## config.mk

```make
export PLATFORM = sky130hd
export DESIGN_NAME = imu_angle_frame_parser
export DESIGN_NICKNAME = d
export VERILOG_FILES = /design/src/hw/rtl/iafp_pkg.sv /design/src/hw/rtl/iafp_in_stage.sv /design/src/hw/rtl/iafp_frame_track.sv /design/src/hw/rtl/imu_angle_frame_parser.sv
export VERILOG_INCLUDE_DIRS = /design/src /design/src/hw/rtl
export SDC_FILE = /design/constraint.sdc
export NUM_CORES = 1
export LEC_CHECK = 0
export BUFFER_PORTS_ARGS = -buffer_cell sky130_fd_sc_hd__buf_2
export CAP_MARGIN = 15
export CORE_ASPECT_RATIO = 2
export CORE_MARGIN = 3
export CORE_UTILIZATION = 61
export DETAILED_ROUTE_END_ITERATION = 16
export PLACE_DENSITY = 0.84
export SKIP_LAST_GASP = 1
export SLEW_MARGIN = 20
export SYNTH_ARGS = -nofsm -noshare
export SYNTH_HDL_FRONTEND = slang
export SYNTH_SLANG_ARGS = --single-unit
```

## constraint.sdc

```tcl
create_clock -name i_clk -period 9.25 [get_ports i_clk]
set_input_delay 0.925 -clock i_clk [delete_from_list [all_inputs] [get_ports i_clk]]
set_output_delay 0.925 -clock i_clk [all_outputs]
set_load 0.005 [all_outputs]
```

## src/hw/rtl/assert_macros.svh

```systemverilog
// Assertion macros shared by the parser RTL.
// Included by every module that carries concurrent checks; no other dependencies.
`ifndef ASSERT_MACROS_SVH
`define ASSERT_MACROS_SVH
`ifndef SYNTHESIS
// Clocked check, switched off while reset is low.
`define IAFP_ASSERT(label, clk, rst_n, prop, msg) \
    label: assert property (@(posedge clk) disable iff (!rst_n) prop) else $error(msg);
// Clocked check that also holds through reset.
`define IAFP_ASSERT_ALWAYS(label, clk, prop, msg) \
    label: assert property (@(posedge clk) prop) else $error(msg);
`else
`define IAFP_ASSERT(label, clk, rst_n, prop, msg)
`define IAFP_ASSERT_ALWAYS(label, clk, prop, msg)
`endif
`endif

```

## src/hw/rtl/iafp_pkg.sv

```systemverilog
// Constants and types for the angle frame parser.
// No dependencies; imported by every parser module.
package iafp_pkg;

    localparam logic [7:0] HDR_BYTE   = 8'h55;
    localparam logic [7:0] ANGLE_TYPE = 8'h53;

    typedef logic [3:0] t_pos;
    // Byte positions within a frame: count of frame bytes already taken.
    localparam t_pos POS_HUNT    = 4'd0;
    localparam t_pos POS_TYPE    = 4'd1;
    localparam t_pos POS_PAYLOAD = 4'd2;
    localparam t_pos POS_CHECK   = 4'd10;

    localparam int ANGLE_BYTES = 6;

    typedef logic [1:0] t_status;
    localparam t_status STATUS_OK    = 2'd0;
    localparam t_status STATUS_BAD   = 2'd1;
    localparam t_status STATUS_OTHER = 2'd2;

    typedef struct packed {
        logic       valid;
        logic [7:0] data;
    } t_in_beat;

endpackage

```

## src/hw/rtl/iafp_in_stage.sv

```systemverilog
// Input register for received bytes: holds one beat until the frame tracker takes it.
// Depends on iafp_pkg.
module iafp_in_stage (
    input  logic              i_clk,
    input  logic              i_rst_n,
    input  logic              i_valid,
    input  logic [7:0]        i_rx_byte,
    output logic              o_stall,
    input  logic              i_take,
    output iafp_pkg::t_in_beat o_beat
);
    import iafp_pkg::*;

    logic       r_valid;
    logic       n_valid;
    logic [7:0] r_data;
    logic       w_load;

    assign o_stall = r_valid && !i_take;
    assign w_load  = i_valid && !o_stall;

    always_comb begin
        n_valid = r_valid;
        if (!r_valid || i_take) begin
            n_valid = i_valid;
        end
    end

    always_ff @(posedge i_clk) begin
        if (!i_rst_n) begin
            r_valid <= 1'b0;
        end else begin
            r_valid <= n_valid;
        end
    end

    always_ff @(posedge i_clk) begin
        if (w_load) begin
            r_data <= i_rx_byte;
        end
    end

    assign o_beat.valid = r_valid;
    assign o_beat.data  = r_data;

endmodule

```

## src/hw/rtl/iafp_frame_track.sv

```systemverilog
// Frame tracker: header hunt, byte position, running checksum and the result register.
// Depends on iafp_pkg and assert_macros.svh.
module iafp_frame_track (
    input  logic               i_clk,
    input  logic               i_rst_n,
    input  iafp_pkg::t_in_beat i_beat,
    output logic               o_take,
    output logic               o_valid,
    input  logic               i_stall,
    output iafp_pkg::t_status  o_frame_status,
    output logic signed [15:0] o_roll_angle,
    output logic signed [15:0] o_pitch_angle,
    output logic signed [15:0] o_yaw_angle
);
    import iafp_pkg::*;
    `include "assert_macros.svh"

    t_pos       r_pos;
    t_pos       n_pos;
    logic [7:0] r_sum;
    logic [7:0] n_sum;
    logic [7:0] r_kind;
    logic [7:0] r_angle [ANGLE_BYTES];
    logic       r_out_valid;
    logic       n_out_valid;
    t_status    r_status;
    t_status    n_status;
    logic [15:0] r_roll;
    logic [15:0] r_pitch;
    logic [15:0] r_yaw;
    logic       w_consume;
    logic       w_load;
    logic       w_hunt;
    t_pos       w_idx;

    // Take a beat unless it is a checksum byte and the held result has nowhere to go.
    assign o_take    = !r_out_valid || !i_stall || (r_pos != POS_CHECK);
    assign w_consume = i_beat.valid && o_take;
    assign w_hunt    = (r_pos == POS_HUNT) || (r_pos > POS_CHECK);
    assign w_load    = w_consume && (r_pos == POS_CHECK);
    assign w_idx     = t_pos'(r_pos - POS_PAYLOAD);

    always_comb begin
        n_pos = r_pos;
        n_sum = r_sum;
        if (w_consume) begin
            if (w_hunt) begin
                if (i_beat.data == HDR_BYTE) begin
                    n_pos = POS_TYPE;
                    n_sum = HDR_BYTE;
                end else begin
                    n_pos = POS_HUNT;
                end
            end else if (r_pos == POS_CHECK) begin
                n_pos = POS_HUNT;
            end else begin
                n_pos = t_pos'(r_pos + 4'd1);
                n_sum = 8'(r_sum + i_beat.data);
            end
        end
    end

    always_comb begin
        if (r_sum != i_beat.data) begin
            n_status = STATUS_BAD;
        end else if (r_kind == ANGLE_TYPE) begin
            n_status = STATUS_OK;
        end else begin
            n_status = STATUS_OTHER;
        end
    end

    always_comb begin
        n_out_valid = r_out_valid && i_stall;
        if (w_load) begin
            n_out_valid = 1'b1;
        end
    end

    always_ff @(posedge i_clk) begin
        if (!i_rst_n) begin
            r_pos       <= POS_HUNT;
            r_sum       <= '0;
            r_out_valid <= 1'b0;
        end else begin
            r_pos       <= n_pos;
            r_sum       <= n_sum;
            r_out_valid <= n_out_valid;
        end
    end

    always_ff @(posedge i_clk) begin
        if (w_consume && (r_pos == POS_TYPE)) begin
            r_kind <= i_beat.data;
        end
    end

    // Payload bytes 0..5 sit at positions 2..7; bytes 6 and 7 only feed the sum.
    always_ff @(posedge i_clk) begin
        for (int i = 0; i < ANGLE_BYTES; i++) begin
            if (w_consume && (r_pos >= POS_PAYLOAD) && (w_idx == t_pos'(i))) begin
                r_angle[i] <= i_beat.data;
            end
        end
    end

    always_ff @(posedge i_clk) begin
        if (w_load) begin
            r_status <= n_status;
            if (n_status == STATUS_OK) begin
                r_roll  <= {r_angle[1], r_angle[0]};
                r_pitch <= {r_angle[3], r_angle[2]};
                r_yaw   <= {r_angle[5], r_angle[4]};
            end else begin
                r_roll  <= '0;
                r_pitch <= '0;
                r_yaw   <= '0;
            end
        end
    end

    assign o_valid        = r_out_valid;
    assign o_frame_status = r_status;
    assign o_roll_angle   = r_roll;
    assign o_pitch_angle  = r_pitch;
    assign o_yaw_angle    = r_yaw;

    `IAFP_ASSERT(a_pos_in_range, i_clk, i_rst_n, r_pos <= POS_CHECK, "position code out of range")
    `IAFP_ASSERT(a_drain_clears, i_clk, i_rst_n, (r_out_valid && !i_stall && !w_load) |=> !r_out_valid, "result beat repeated")
    `IAFP_ASSERT(a_reject_zero, i_clk, i_rst_n, (r_out_valid && r_status != STATUS_OK) |-> (r_roll == 16'd0 && r_pitch == 16'd0 && r_yaw == 16'd0), "angles not cleared on rejected frame")
    `IAFP_ASSERT(a_hunt_drop, i_clk, i_rst_n, (w_consume && r_pos == POS_HUNT && i_beat.data != HDR_BYTE) |=> (r_pos == POS_HUNT), "non-header byte left hunt")

endmodule

```

## src/hw/rtl/imu_angle_frame_parser.sv

```systemverilog
// Top level of the angle frame parser: input register feeding the frame tracker.
// Depends on iafp_pkg, iafp_in_stage and iafp_frame_track.
//
//   channel | direction | handshake          | payload
//   rx      | in        | i_valid / o_stall  | i_rx_byte
//   result  | out       | o_valid / i_stall  | o_frame_status, o_roll/pitch/yaw_angle
//
// One byte is taken per cycle unless the input stalls; an accepted checksum byte passes
// through the input register, then the result register, before its result beat appears.
// Reset is synchronous, active low; it returns the parser to header hunt with no result.
// A stalled result holds; bytes keep flowing until the next checksum byte reaches the
// tracker, then the input register fills and the input stalls.
module imu_angle_frame_parser (
    input  logic               i_clk,
    input  logic               i_rst_n,
    input  logic               i_valid,
    input  logic [7:0]         i_rx_byte,
    output logic               o_stall,
    output logic               o_valid,
    input  logic               i_stall,
    output iafp_pkg::t_status  o_frame_status,
    output logic signed [15:0] o_roll_angle,
    output logic signed [15:0] o_pitch_angle,
    output logic signed [15:0] o_yaw_angle
);
    import iafp_pkg::*;

    t_in_beat w_beat;
    logic     w_take;

    iafp_in_stage u_in_stage (
        .i_clk     (i_clk),
        .i_rst_n   (i_rst_n),
        .i_valid   (i_valid),
        .i_rx_byte (i_rx_byte),
        .o_stall   (o_stall),
        .i_take    (w_take),
        .o_beat    (w_beat)
    );

    iafp_frame_track u_frame_track (
        .i_clk          (i_clk),
        .i_rst_n        (i_rst_n),
        .i_beat         (w_beat),
        .o_take         (w_take),
        .o_valid        (o_valid),
        .i_stall        (i_stall),
        .o_frame_status (o_frame_status),
        .o_roll_angle   (o_roll_angle),
        .o_pitch_angle  (o_pitch_angle),
        .o_yaw_angle    (o_yaw_angle)
    );

endmodule

```

After elaboration in Yosys (flattened, before gate mapping)
Memories as Yosys holds them, arrays and structs flattened. A register that Yosys moved wholly into a read port is not among the register bits.
Index checks and enable logic that the tools add are counted.
Widths: inputs -> output; s select.
{ "totals": {"in_bits": 12, "memories": 1, "register_bits": 32, "wordCells": 99, "output_inout_bits": 52, "ramBits": 48} }
{ "mem_list": {"columns": ["memory", "words", "width", "rd", "rd_clocked_by_memory_dff", "wr", "line_no", "rtl"], "rows": [
  ["u_frame_track.r_angle", 6, 8, 6, 6, 1, "iafp_frame_track.sv:23", "logic [7:0] r_angle [ANGLE_BYTES];"]
]} }
{ "op_classes": {"eq_ne": 13, "muxes": 36, "n_reduce_logical": 37, "n_addsub": 3, "magnitude_cmp": 2} }
{ "op_table": {"columns": ["cell", "n"], "rows": [
  ["$mux 8", 8],
  ["$reduce_or 8->1", 5],
  ["$mux 1", 19],
  ["$eq 8x7->1 const B", 2],
  ["$mux 3", 5],
  ["$logic_and 1x1->1", 13],
  ["$logic_not 1->1", 11],
  ["$add 8x8->8", 1],
  ["$eq 4x1->1 const B", 2],
  ["$eq 4x2->1 const B", 2],
  ["$eq 4x3->1 const B", 2],
  ["$logic_not 4->1", 2],
  ["$mux 4", 2],
  ["$ne 8x8->1", 1],
  ["$add 4x1->4 const B", 1],
  ["$eq 4x4->1 const B", 1],
  ["$ge 4x2->1 const B", 1],
  ["$gt 4x4->1 const B", 1],
  ["$logic_or 1x1->1", 4],
  ["$mux 2", 2],
  ["$ne 4x4->1 const B", 1],
  ["$sub 4x2->4 const B", 1],
  ["$reduce_and 3->1", 1],
  ["$logic_not 2->1", 1],
  ["other kinds (2)", 2]
]} }

Depth between registers and ports, before layout
Gate-level depths: netlist (run 1).
{ "logic_depth": {"word_depth": 14, "mapped_depth": 7, "ltp_nobuf": 7} }

Modules after synthesis
A second synthesis (run 1) with hierarchy kept.
{ "unflattened": {"cells_unflattened": 316, "hier_area_um2": 4963.5} }
{ "modules_own_cells": {"columns": ["module", "area_per_inst_um2", "instances", "seq_area_each_um2", "cells_per_inst"], "rows": [
  ["iafp_frame_track", 4668.2, 1, 3443.3, 303],
  ["iafp_in_stage", 295.3, 1, 260.2, 13]
]} }

Least setup slack after synthesis (run 1)
Ideal clock, no wire load.
{ "synth_timing": {"path_type": "input -> register", "from": "input port i_stall", "to": "register u_frame_track.r_status[0], in the netlist u_frame_track.o_frame_status[0], enable pin", "setup_ns": 0.458, "path_slack_ns": 5.473, "n_path_buf": 0, "required_time_ns": 8.792, "arrival_ns": 3.319, "stages": 3, "cell_sequence": "nand2_1 > o21ai_1 > nor2_1"} }
{ "synth_between": {"elab_chain_cells": 5} }
{ "synth_lines": {"columns": ["element", "line_no", "rtl"], "rows": [
  ["start: declaration", "imu_angle_frame_parser.sv:20", "input logic i_stall,"],
  ["$logic_not 1->1", "iafp_frame_track.sv:37", "assign o_take = !r_out_valid || !i_stall || (r_pos != POS_CHECK);"],
  ["$logic_or 1x1->1 (2 in series)", "iafp_frame_track.sv:37", null],
  ["$logic_and 1x1->1", "iafp_frame_track.sv:38", "assign w_consume = i_beat.valid && o_take;"],
  ["$logic_and 1x1->1", "iafp_frame_track.sv:40", "assign w_load = w_consume && (r_pos == POS_CHECK);"],
  ["via u_frame_track.w_load", "iafp_frame_track.sv:32", "logic w_load;"],
  ["end signal: assignment", "iafp_frame_track.sv:109", "r_status <= n_status;"],
  ["end: declaration", "iafp_frame_track.sv:26", "t_status r_status;"]
]} }
The timed path passes the listed nets, and every way through them passes these cells.
A chain may end at the register's enable or synchronous reset.

Final worst setup path (run 1)
{ "layout_timing": {"from": "register u_frame_track.r_pos[1]", "to": "output port o_stall"} }
{ "layout_between": {"elab_chain_cells": 4} }
{ "layout_lines": {"columns": ["element", "line_no", "rtl"], "rows": [
  ["start: declaration", "iafp_frame_track.sv:18", "t_pos r_pos;"],
  ["start signal: assignment", "iafp_frame_track.sv:86", "r_pos <= n_pos;"],
  ["$ne 4x4->1", "iafp_frame_track.sv:37", null],
  ["$logic_or 1x1->1", "iafp_frame_track.sv:37", null],
  ["$logic_not 1->1", "iafp_in_stage.sv:19", "assign o_stall = r_valid && !i_take;"],
  ["$logic_and 1x1->1", "iafp_in_stage.sv:19", null],
  ["end: declaration", "imu_angle_frame_parser.sv:18", "output logic o_stall,"]
]} }
No other way between the ends.

==> results of run 1 <==
## cell families after synthesis
family                     synth area share
and+or+nand+nor                      0.1282
xor gates and xnor gates           0.007168
DFF                                  0.7576
adders and majority gates           0.02969
muxes                              0.004095
AOI/OAI and AO/OA                   0.05784
buffers and inverters               0.01536
## final cells by class
cell class / instances / area, um2
sequential: 128 / 3704
tap: 94 / 117.6
inverter: 4 / 15.01
fill: 416 / 1819
timing repair buffer: 66 / 337.8
clock buffer: 18 / 429.2
clock inverter: 13 / 145.1
multi-input combinational: 164 / 1146
## worst min path at each step
stage                                                from                                       endpoint  slack, ns
global route        u_frame_track.r_angle[0][2]$_DFFE_PP_    u_frame_track.o_roll_angle[2]$_SDFFCE_PP0P_       0.53
finish              u_frame_track.r_angle[4][6]$_DFFE_PP_     u_frame_track.o_yaw_angle[6]$_SDFFCE_PP0P_       0.52
detailed placement    u_frame_track.r_sum[0]$_SDFFE_PN0P_            u_frame_track.r_sum[0]$_SDFFE_PN0P_       0.49
global placement      u_frame_track.r_sum[0]$_SDFFE_PN0P_            u_frame_track.r_sum[0]$_SDFFE_PN0P_       0.48
floorplan             u_frame_track.r_sum[0]$_SDFFE_PN0P_            u_frame_track.r_sum[0]$_SDFFE_PN0P_       0.47
CTS                 u_frame_track.r_angle[3][6]$_DFFE_PP_  u_frame_track.o_pitch_angle[14]$_SDFFCE_PP0P_       0.52
## power by group through the flow
stage	sequential, uW	clock (uW)	combinational, uW
2_1_floorplan	647	0	9.40
3_3_place_gp	653	0	13.0
3_5_place_dp	653	0	13.7
4_1_cts	642	649	14.2
5_1_grt	642	683	15.8
6_report	642	644	14.5
## worst max-delay path: stages, from the launching register on
cell and delay (ns):
dfxtp_1 0.67, nand4bb_1 0.34, inv_1 0.12, nand2_1 0.08, nor2_1 0.18, buf_2 0.15
## metal layers
metal	routed length [um]	track usage	vias to the layer above	share of wire
met3	598	0.07529	36	0.065
met5	0	0	-	0
met4	441	0.1446	0	0.048
met2	4994	0.3686	144	0.55
met1	3103	0.2331	1360	0.34
li1	-	-	1295	-
## state kept, by name, indices dropped and copies added, names as in the netlist, 2 cells and up
| name | cells |
|---|---|
| u_frame_track.o_frame_status | 2 |
| u_frame_track.o_yaw_angle | 16 |
| u_frame_track.r_angle | 48 |
| u_frame_track.o_roll_angle | 16 |
| u_frame_track.r_sum | 8 |
| u_in_stage.r_data | 8 |
| u_frame_track.r_pos | 4 |
| u_frame_track.o_pitch_angle | 16 |
| u_frame_track.r_kind | 8 |
## per-stage QoR
stage | cell area (um2) | instances | worst slack (ns)
floorplan | 4888 | 308 | 5.473
global route | 5894 | 487 | 6.217
global placement | 5300 | 456 | 6.500
CTS | 5874 | 487 | 6.312
detailed placement | 5300 | 456 | 6.325
finish | 5894 | 487 | 6.370
## Yosys cell counts, types with 2 or more instances
master / count
and2_1: 52
o21ai_0: 9
inv_1: 4
a21o_1: 2
dfxtp_1: 14
a211oi_1: 5
nor4_1: 4
nand3_1: 7
nand2b_1: 3
ha_1: 10
o22ai_1: 3
buf_2: 3
nor2b_1: 2
mux2i_1: 2
nand3b_1: 2
o21bai_1: 2
nand4_1: 2
a21oi_1: 5
nor3_1: 8
nor2_1: 11
nand2_1: 8
xor2_1: 3
o21a_1: 3
clkbuf_1: 7
edfxtp_1: 114
o21ai_1: 3
==> metrics.cfg, run 1 <==
[worst_setup_path]
path_class=reg2out
start_kind=flip-flop
worstSetupStartpoint=u_frame_track.r_pos[1]$_SDFFE_PN0P_
reg2reg_slack_ns=6.67
cp-end-kind=output pin
r2r-end=u_frame_track.o_yaw_angle[4]$_SDFFCE_PP0P_
cp-endpoint=o_stall
cp_max_fo=14
r2r_start=u_in_stage.r_data[6]$_DFFE_PP_
cp_data_arrival_time_ns=1.96
reg2regPathDepth=5
cp.required_ns=8.33

[final_layout]
final_cell_mix=114 x edfxtp_1, 63 x buf_2, 52 x and2_1
synthToLayoutAreaGrowth_pct=20.58
layout-drive-gt1-share=0.2595
final_nets=404
diodes=0
fin_util=0.7642
final_common_cell=edfxtp_1

[grt]
grt_pass1_vias=2868
grt_max_degree=51
grt_remaining_overflow=0
antenna_found_initial=0
track_usage=0.2207
grt_pass1_wl_mm=14.91

[synthesis]
synth_edf_count=114
ys_seq_area_frac=0.7576
synthCells=308
syn_area_per_cell_um2=15.87
yosysWarnings=0
ys_types=46
async_flop_share=0
yosysTopAreaCell=edfxtp_1
synth_ff_type=edfxtp_1
synth_area_leaders=edfxtp_1 70%, and2_1 6.7%, dfxtp_1 5.7%, ha_1 2.6%, o21ai_0 0.92%
synth_top_area_share=0.7003
syn-num-nets=331
syn_area_um2=4888
ys_ff_latch=128

[pwr]
pwr-share-clk=0.495
switching_power_uw=246.5
switching_share=0.1895
p_comb_frac=0.011
seqPwrFrac=0.494
power.leakage_uw=0.002360
ir_drop_mv=0.1530
p_int_uw=1054
power_uw=1301
powerDensity_nw_per_um2=220.7

[hold_path]
hold_class=reg2reg
hold_depth=1

[clocking]
cts_tree=yes
clk_pin_slew_ns=0.05
h-tree-depth=4
cts_setup_buffers=0
holdBufCountCts=0
post_cts_resized=0
clk_latency_ns=0.41
clock_path_buffers=2
cts_root_buffer=clkbuf_16
clkSinkCount=128
cts_buffers=17

[drt]
viasPerCell=5.821
drt-total-wl_mm=9.137
drtAntennaViolNets=0
firstDrtPassIters=5
vias=2835
wl_per_cell_um=18.76
drt_iter0_drc=202
remaining_drc_errors=0

[timing]
skew_ns=0.007506
fin_setup_tns_ns=0
worst_slew_margin_rel=0.3277
fin_crit_sh=0.3114
finalHoldViolations=0
rsz0062_at_grt=false
worstMarginPinSlew_ns=1.000
fin_crit_ns=2.880
finalSetupViolations=0
whs_ns=0.5165
slew_violations=0
fmax_mhz=347.2

[floorplanning]
initial_core_util=0.6337
die_h_um=132.6
ioPinCount=64
die-area_um2=9189
core_area_um2=7714
die_w_um=69.30
rows=45

[run_status]
status=finished clean

[placed_design]
hpwlAfterDp_mm=5.654
place_congestion=0.9613
port_buffers=63

[flow_run]
max_cap_viol_count=0

No activity file was read; power rests on OpenSTA's default activity.
==> run 2: changes to the inputs <==
Settings changed: CORE_UTILIZATION 61 to 57, PLACE_DENSITY 0.84 to 0.79.
Clock period 9.25 ns to 2.8 ns, I/O delays scaled along.
==> metrics.cfg, run 2 (synthesized netlist as in run 1, its figures left out) <==
[floorplanning]
ioPinCount=64
die_h_um=137.0
die-area_um2=9791
rows=47
die_w_um=71.49
initial_core_util=0.5896
core_area_um2=8292

[clocking]
h-tree-depth=4
clock_path_buffers=2
cts_setup_buffers=0
post_cts_resized=0
clkSinkCount=128
holdBufCountCts=0
cts_root_buffer=clkbuf_16
clk_latency_ns=0.42
clk_pin_slew_ns=0.05
cts_tree=yes
cts_buffers=17

[worst_setup_path]
r2r-end=u_frame_track.r_angle[1][5]$_DFFE_PP_
path_class=reg2reg
cp.required_ns=2.83
cp-end-kind=flip-flop
cp-endpoint=u_frame_track.r_angle[1][5]$_DFFE_PP_
r2r_start=u_frame_track.r_pos[1]$_SDFFE_PN0P_
cp_data_arrival_time_ns=2.37
start_kind=flip-flop
cp_max_fo=14
reg2reg_slack_ns=0.46
worstSetupStartpoint=u_frame_track.r_pos[1]$_SDFFE_PN0P_
reg2regPathDepth=6

[pwr]
switching_share=0.1895
pwr-share-clk=0.510
power.leakage_uw=0.002422
powerDensity_nw_per_um2=741.6
ir_drop_mv=0.9018
p_comb_frac=0.015
seqPwrFrac=0.475
switching_power_uw=840.8
p_int_uw=3596

[timing]
slew_violations=0
layout_setup_ws_ns=0.4563
finalHoldViolations=0
worstMarginPinSlew_ns=0.7219
fin_crit_sh=0.8370
fmax_mhz=426.7
worst_slew_margin_rel=0.5170
fin_crit_ns=2.344
skew_ns=0.02330
rsz0062_at_grt=false
finalSetupViolations=0
fin_setup_tns_ns=0

[final_layout]
fin_area_um2=5983
seqCellArea_um2=3704
final_cell_mix=114 x edfxtp_1, 63 x buf_2, 52 x and2_1
final_nets=413
diodes=0
fillers=479
final_common_cell=edfxtp_1
layout-drive-gt1-share=0.2730
multi_input_area_um2=1120
synthToLayoutAreaGrowth_pct=22.40
largest-register=u_frame_track.r_angle
largest_register_ffs=48

[drt]
drt_iter0_drc=234
remaining_drc_errors=0
wl_per_cell_um=18.32
drt-total-wl_mm=9.176
viasPerCell=5.519
drtAntennaViolNets=0
vias=2765
firstDrtPassIters=5

[grt]
grt_pass1_wl_mm=14.47
grt_remaining_overflow=0
grt_pass1_vias=2844
grt_max_degree=51
track_usage=0.2030
antenna_found_initial=0

[flow_run]
max_cap_viol_count=0

[run_status]
status=finished clean

[placed_design]
place_ws_ns=0.5009
hpwlAfterDp_mm=6.201
port_buffers=63
place_area_um2=5366
place_congestion=0.9447

[hold_path]
hold_class=in2reg

-- run 2: power groups by stage --
| stage | Sequential [uW] | Combinational [uW] | Clock [uW] |
|---|---|---|---|
| 2_1_floorplan | 2140 | 31.2 | 0 |
| 3_3_place_gp | 2150 | 63.7 | 0 |
| 3_5_place_dp | 2150 | 66.0 | 0 |
| 4_1_cts | 2110 | 66.4 | 2300 |
| 5_1_grt | 2110 | 72.5 | 2380 |
| 6_report | 2110 | 66.6 | 2260 |
-- run 2: per-stage QoR --
step | hold slack, ns | total power [uW] | std cells | utilization
finish | 0.03643 | 4437 | 501 | 0.7216
global route | 0.02708 | 4562 | 501 | 0.7216
CTS | 0.02682 | 4476 | 501 | 0.7216
detailed placement | 0.4581 | 2211 | 469 | 0.6472
global placement | 0.4561 | 2209 | 469 | 0.6472
floorplan | 0.3789 | 2168 | 308 | -
-- run 2: how the worst min path moves through the flow --
stage | end | from | cells past startpoint
detailed placement | u_in_stage.r_data[1]$_DFFE_PP_ | i_rx_byte[1] | 1
global placement | u_in_stage.r_data[4]$_DFFE_PP_ | i_rx_byte[4] | 1
global route | u_in_stage.r_data[2]$_DFFE_PP_ | i_rx_byte[2] | 1
floorplan | u_in_stage.r_data[0]$_DFFE_PP_ | i_rx_byte[0] | 0
finish | u_in_stage.r_data[1]$_DFFE_PP_ | i_rx_byte[1] | 1
CTS | u_in_stage.r_data[1]$_DFFE_PP_ | i_rx_byte[1] | 1
-- run 2: critical path: stages, from the launching register on --
cell and delay (ns):
dfxtp_1 0.61, inv_1 0.13, ha_1 0.23, xor2_1 0.17, inv_1 0.07, nand3_1 0.14, nor2_1 0.61
-- run 2: cell type report --
type	count	area share
sequential	128	0.6190
multi-input combinational	164	0.1872
clock buffer	18	0.07173
timing repair buffer	75	0.06775
clock inverter	14	0.03137
tap	98	0.02049
inverter	4	0.002509
-- run 2: per-layer routing --
layer | share of wire | track usage
met5 | 0 | 0
met4 | 0.019 | 0.1182
met3 | 0.048 | 0.05000
met2 | 0.58 | 0.3637
met1 | 0.35 | 0.2092
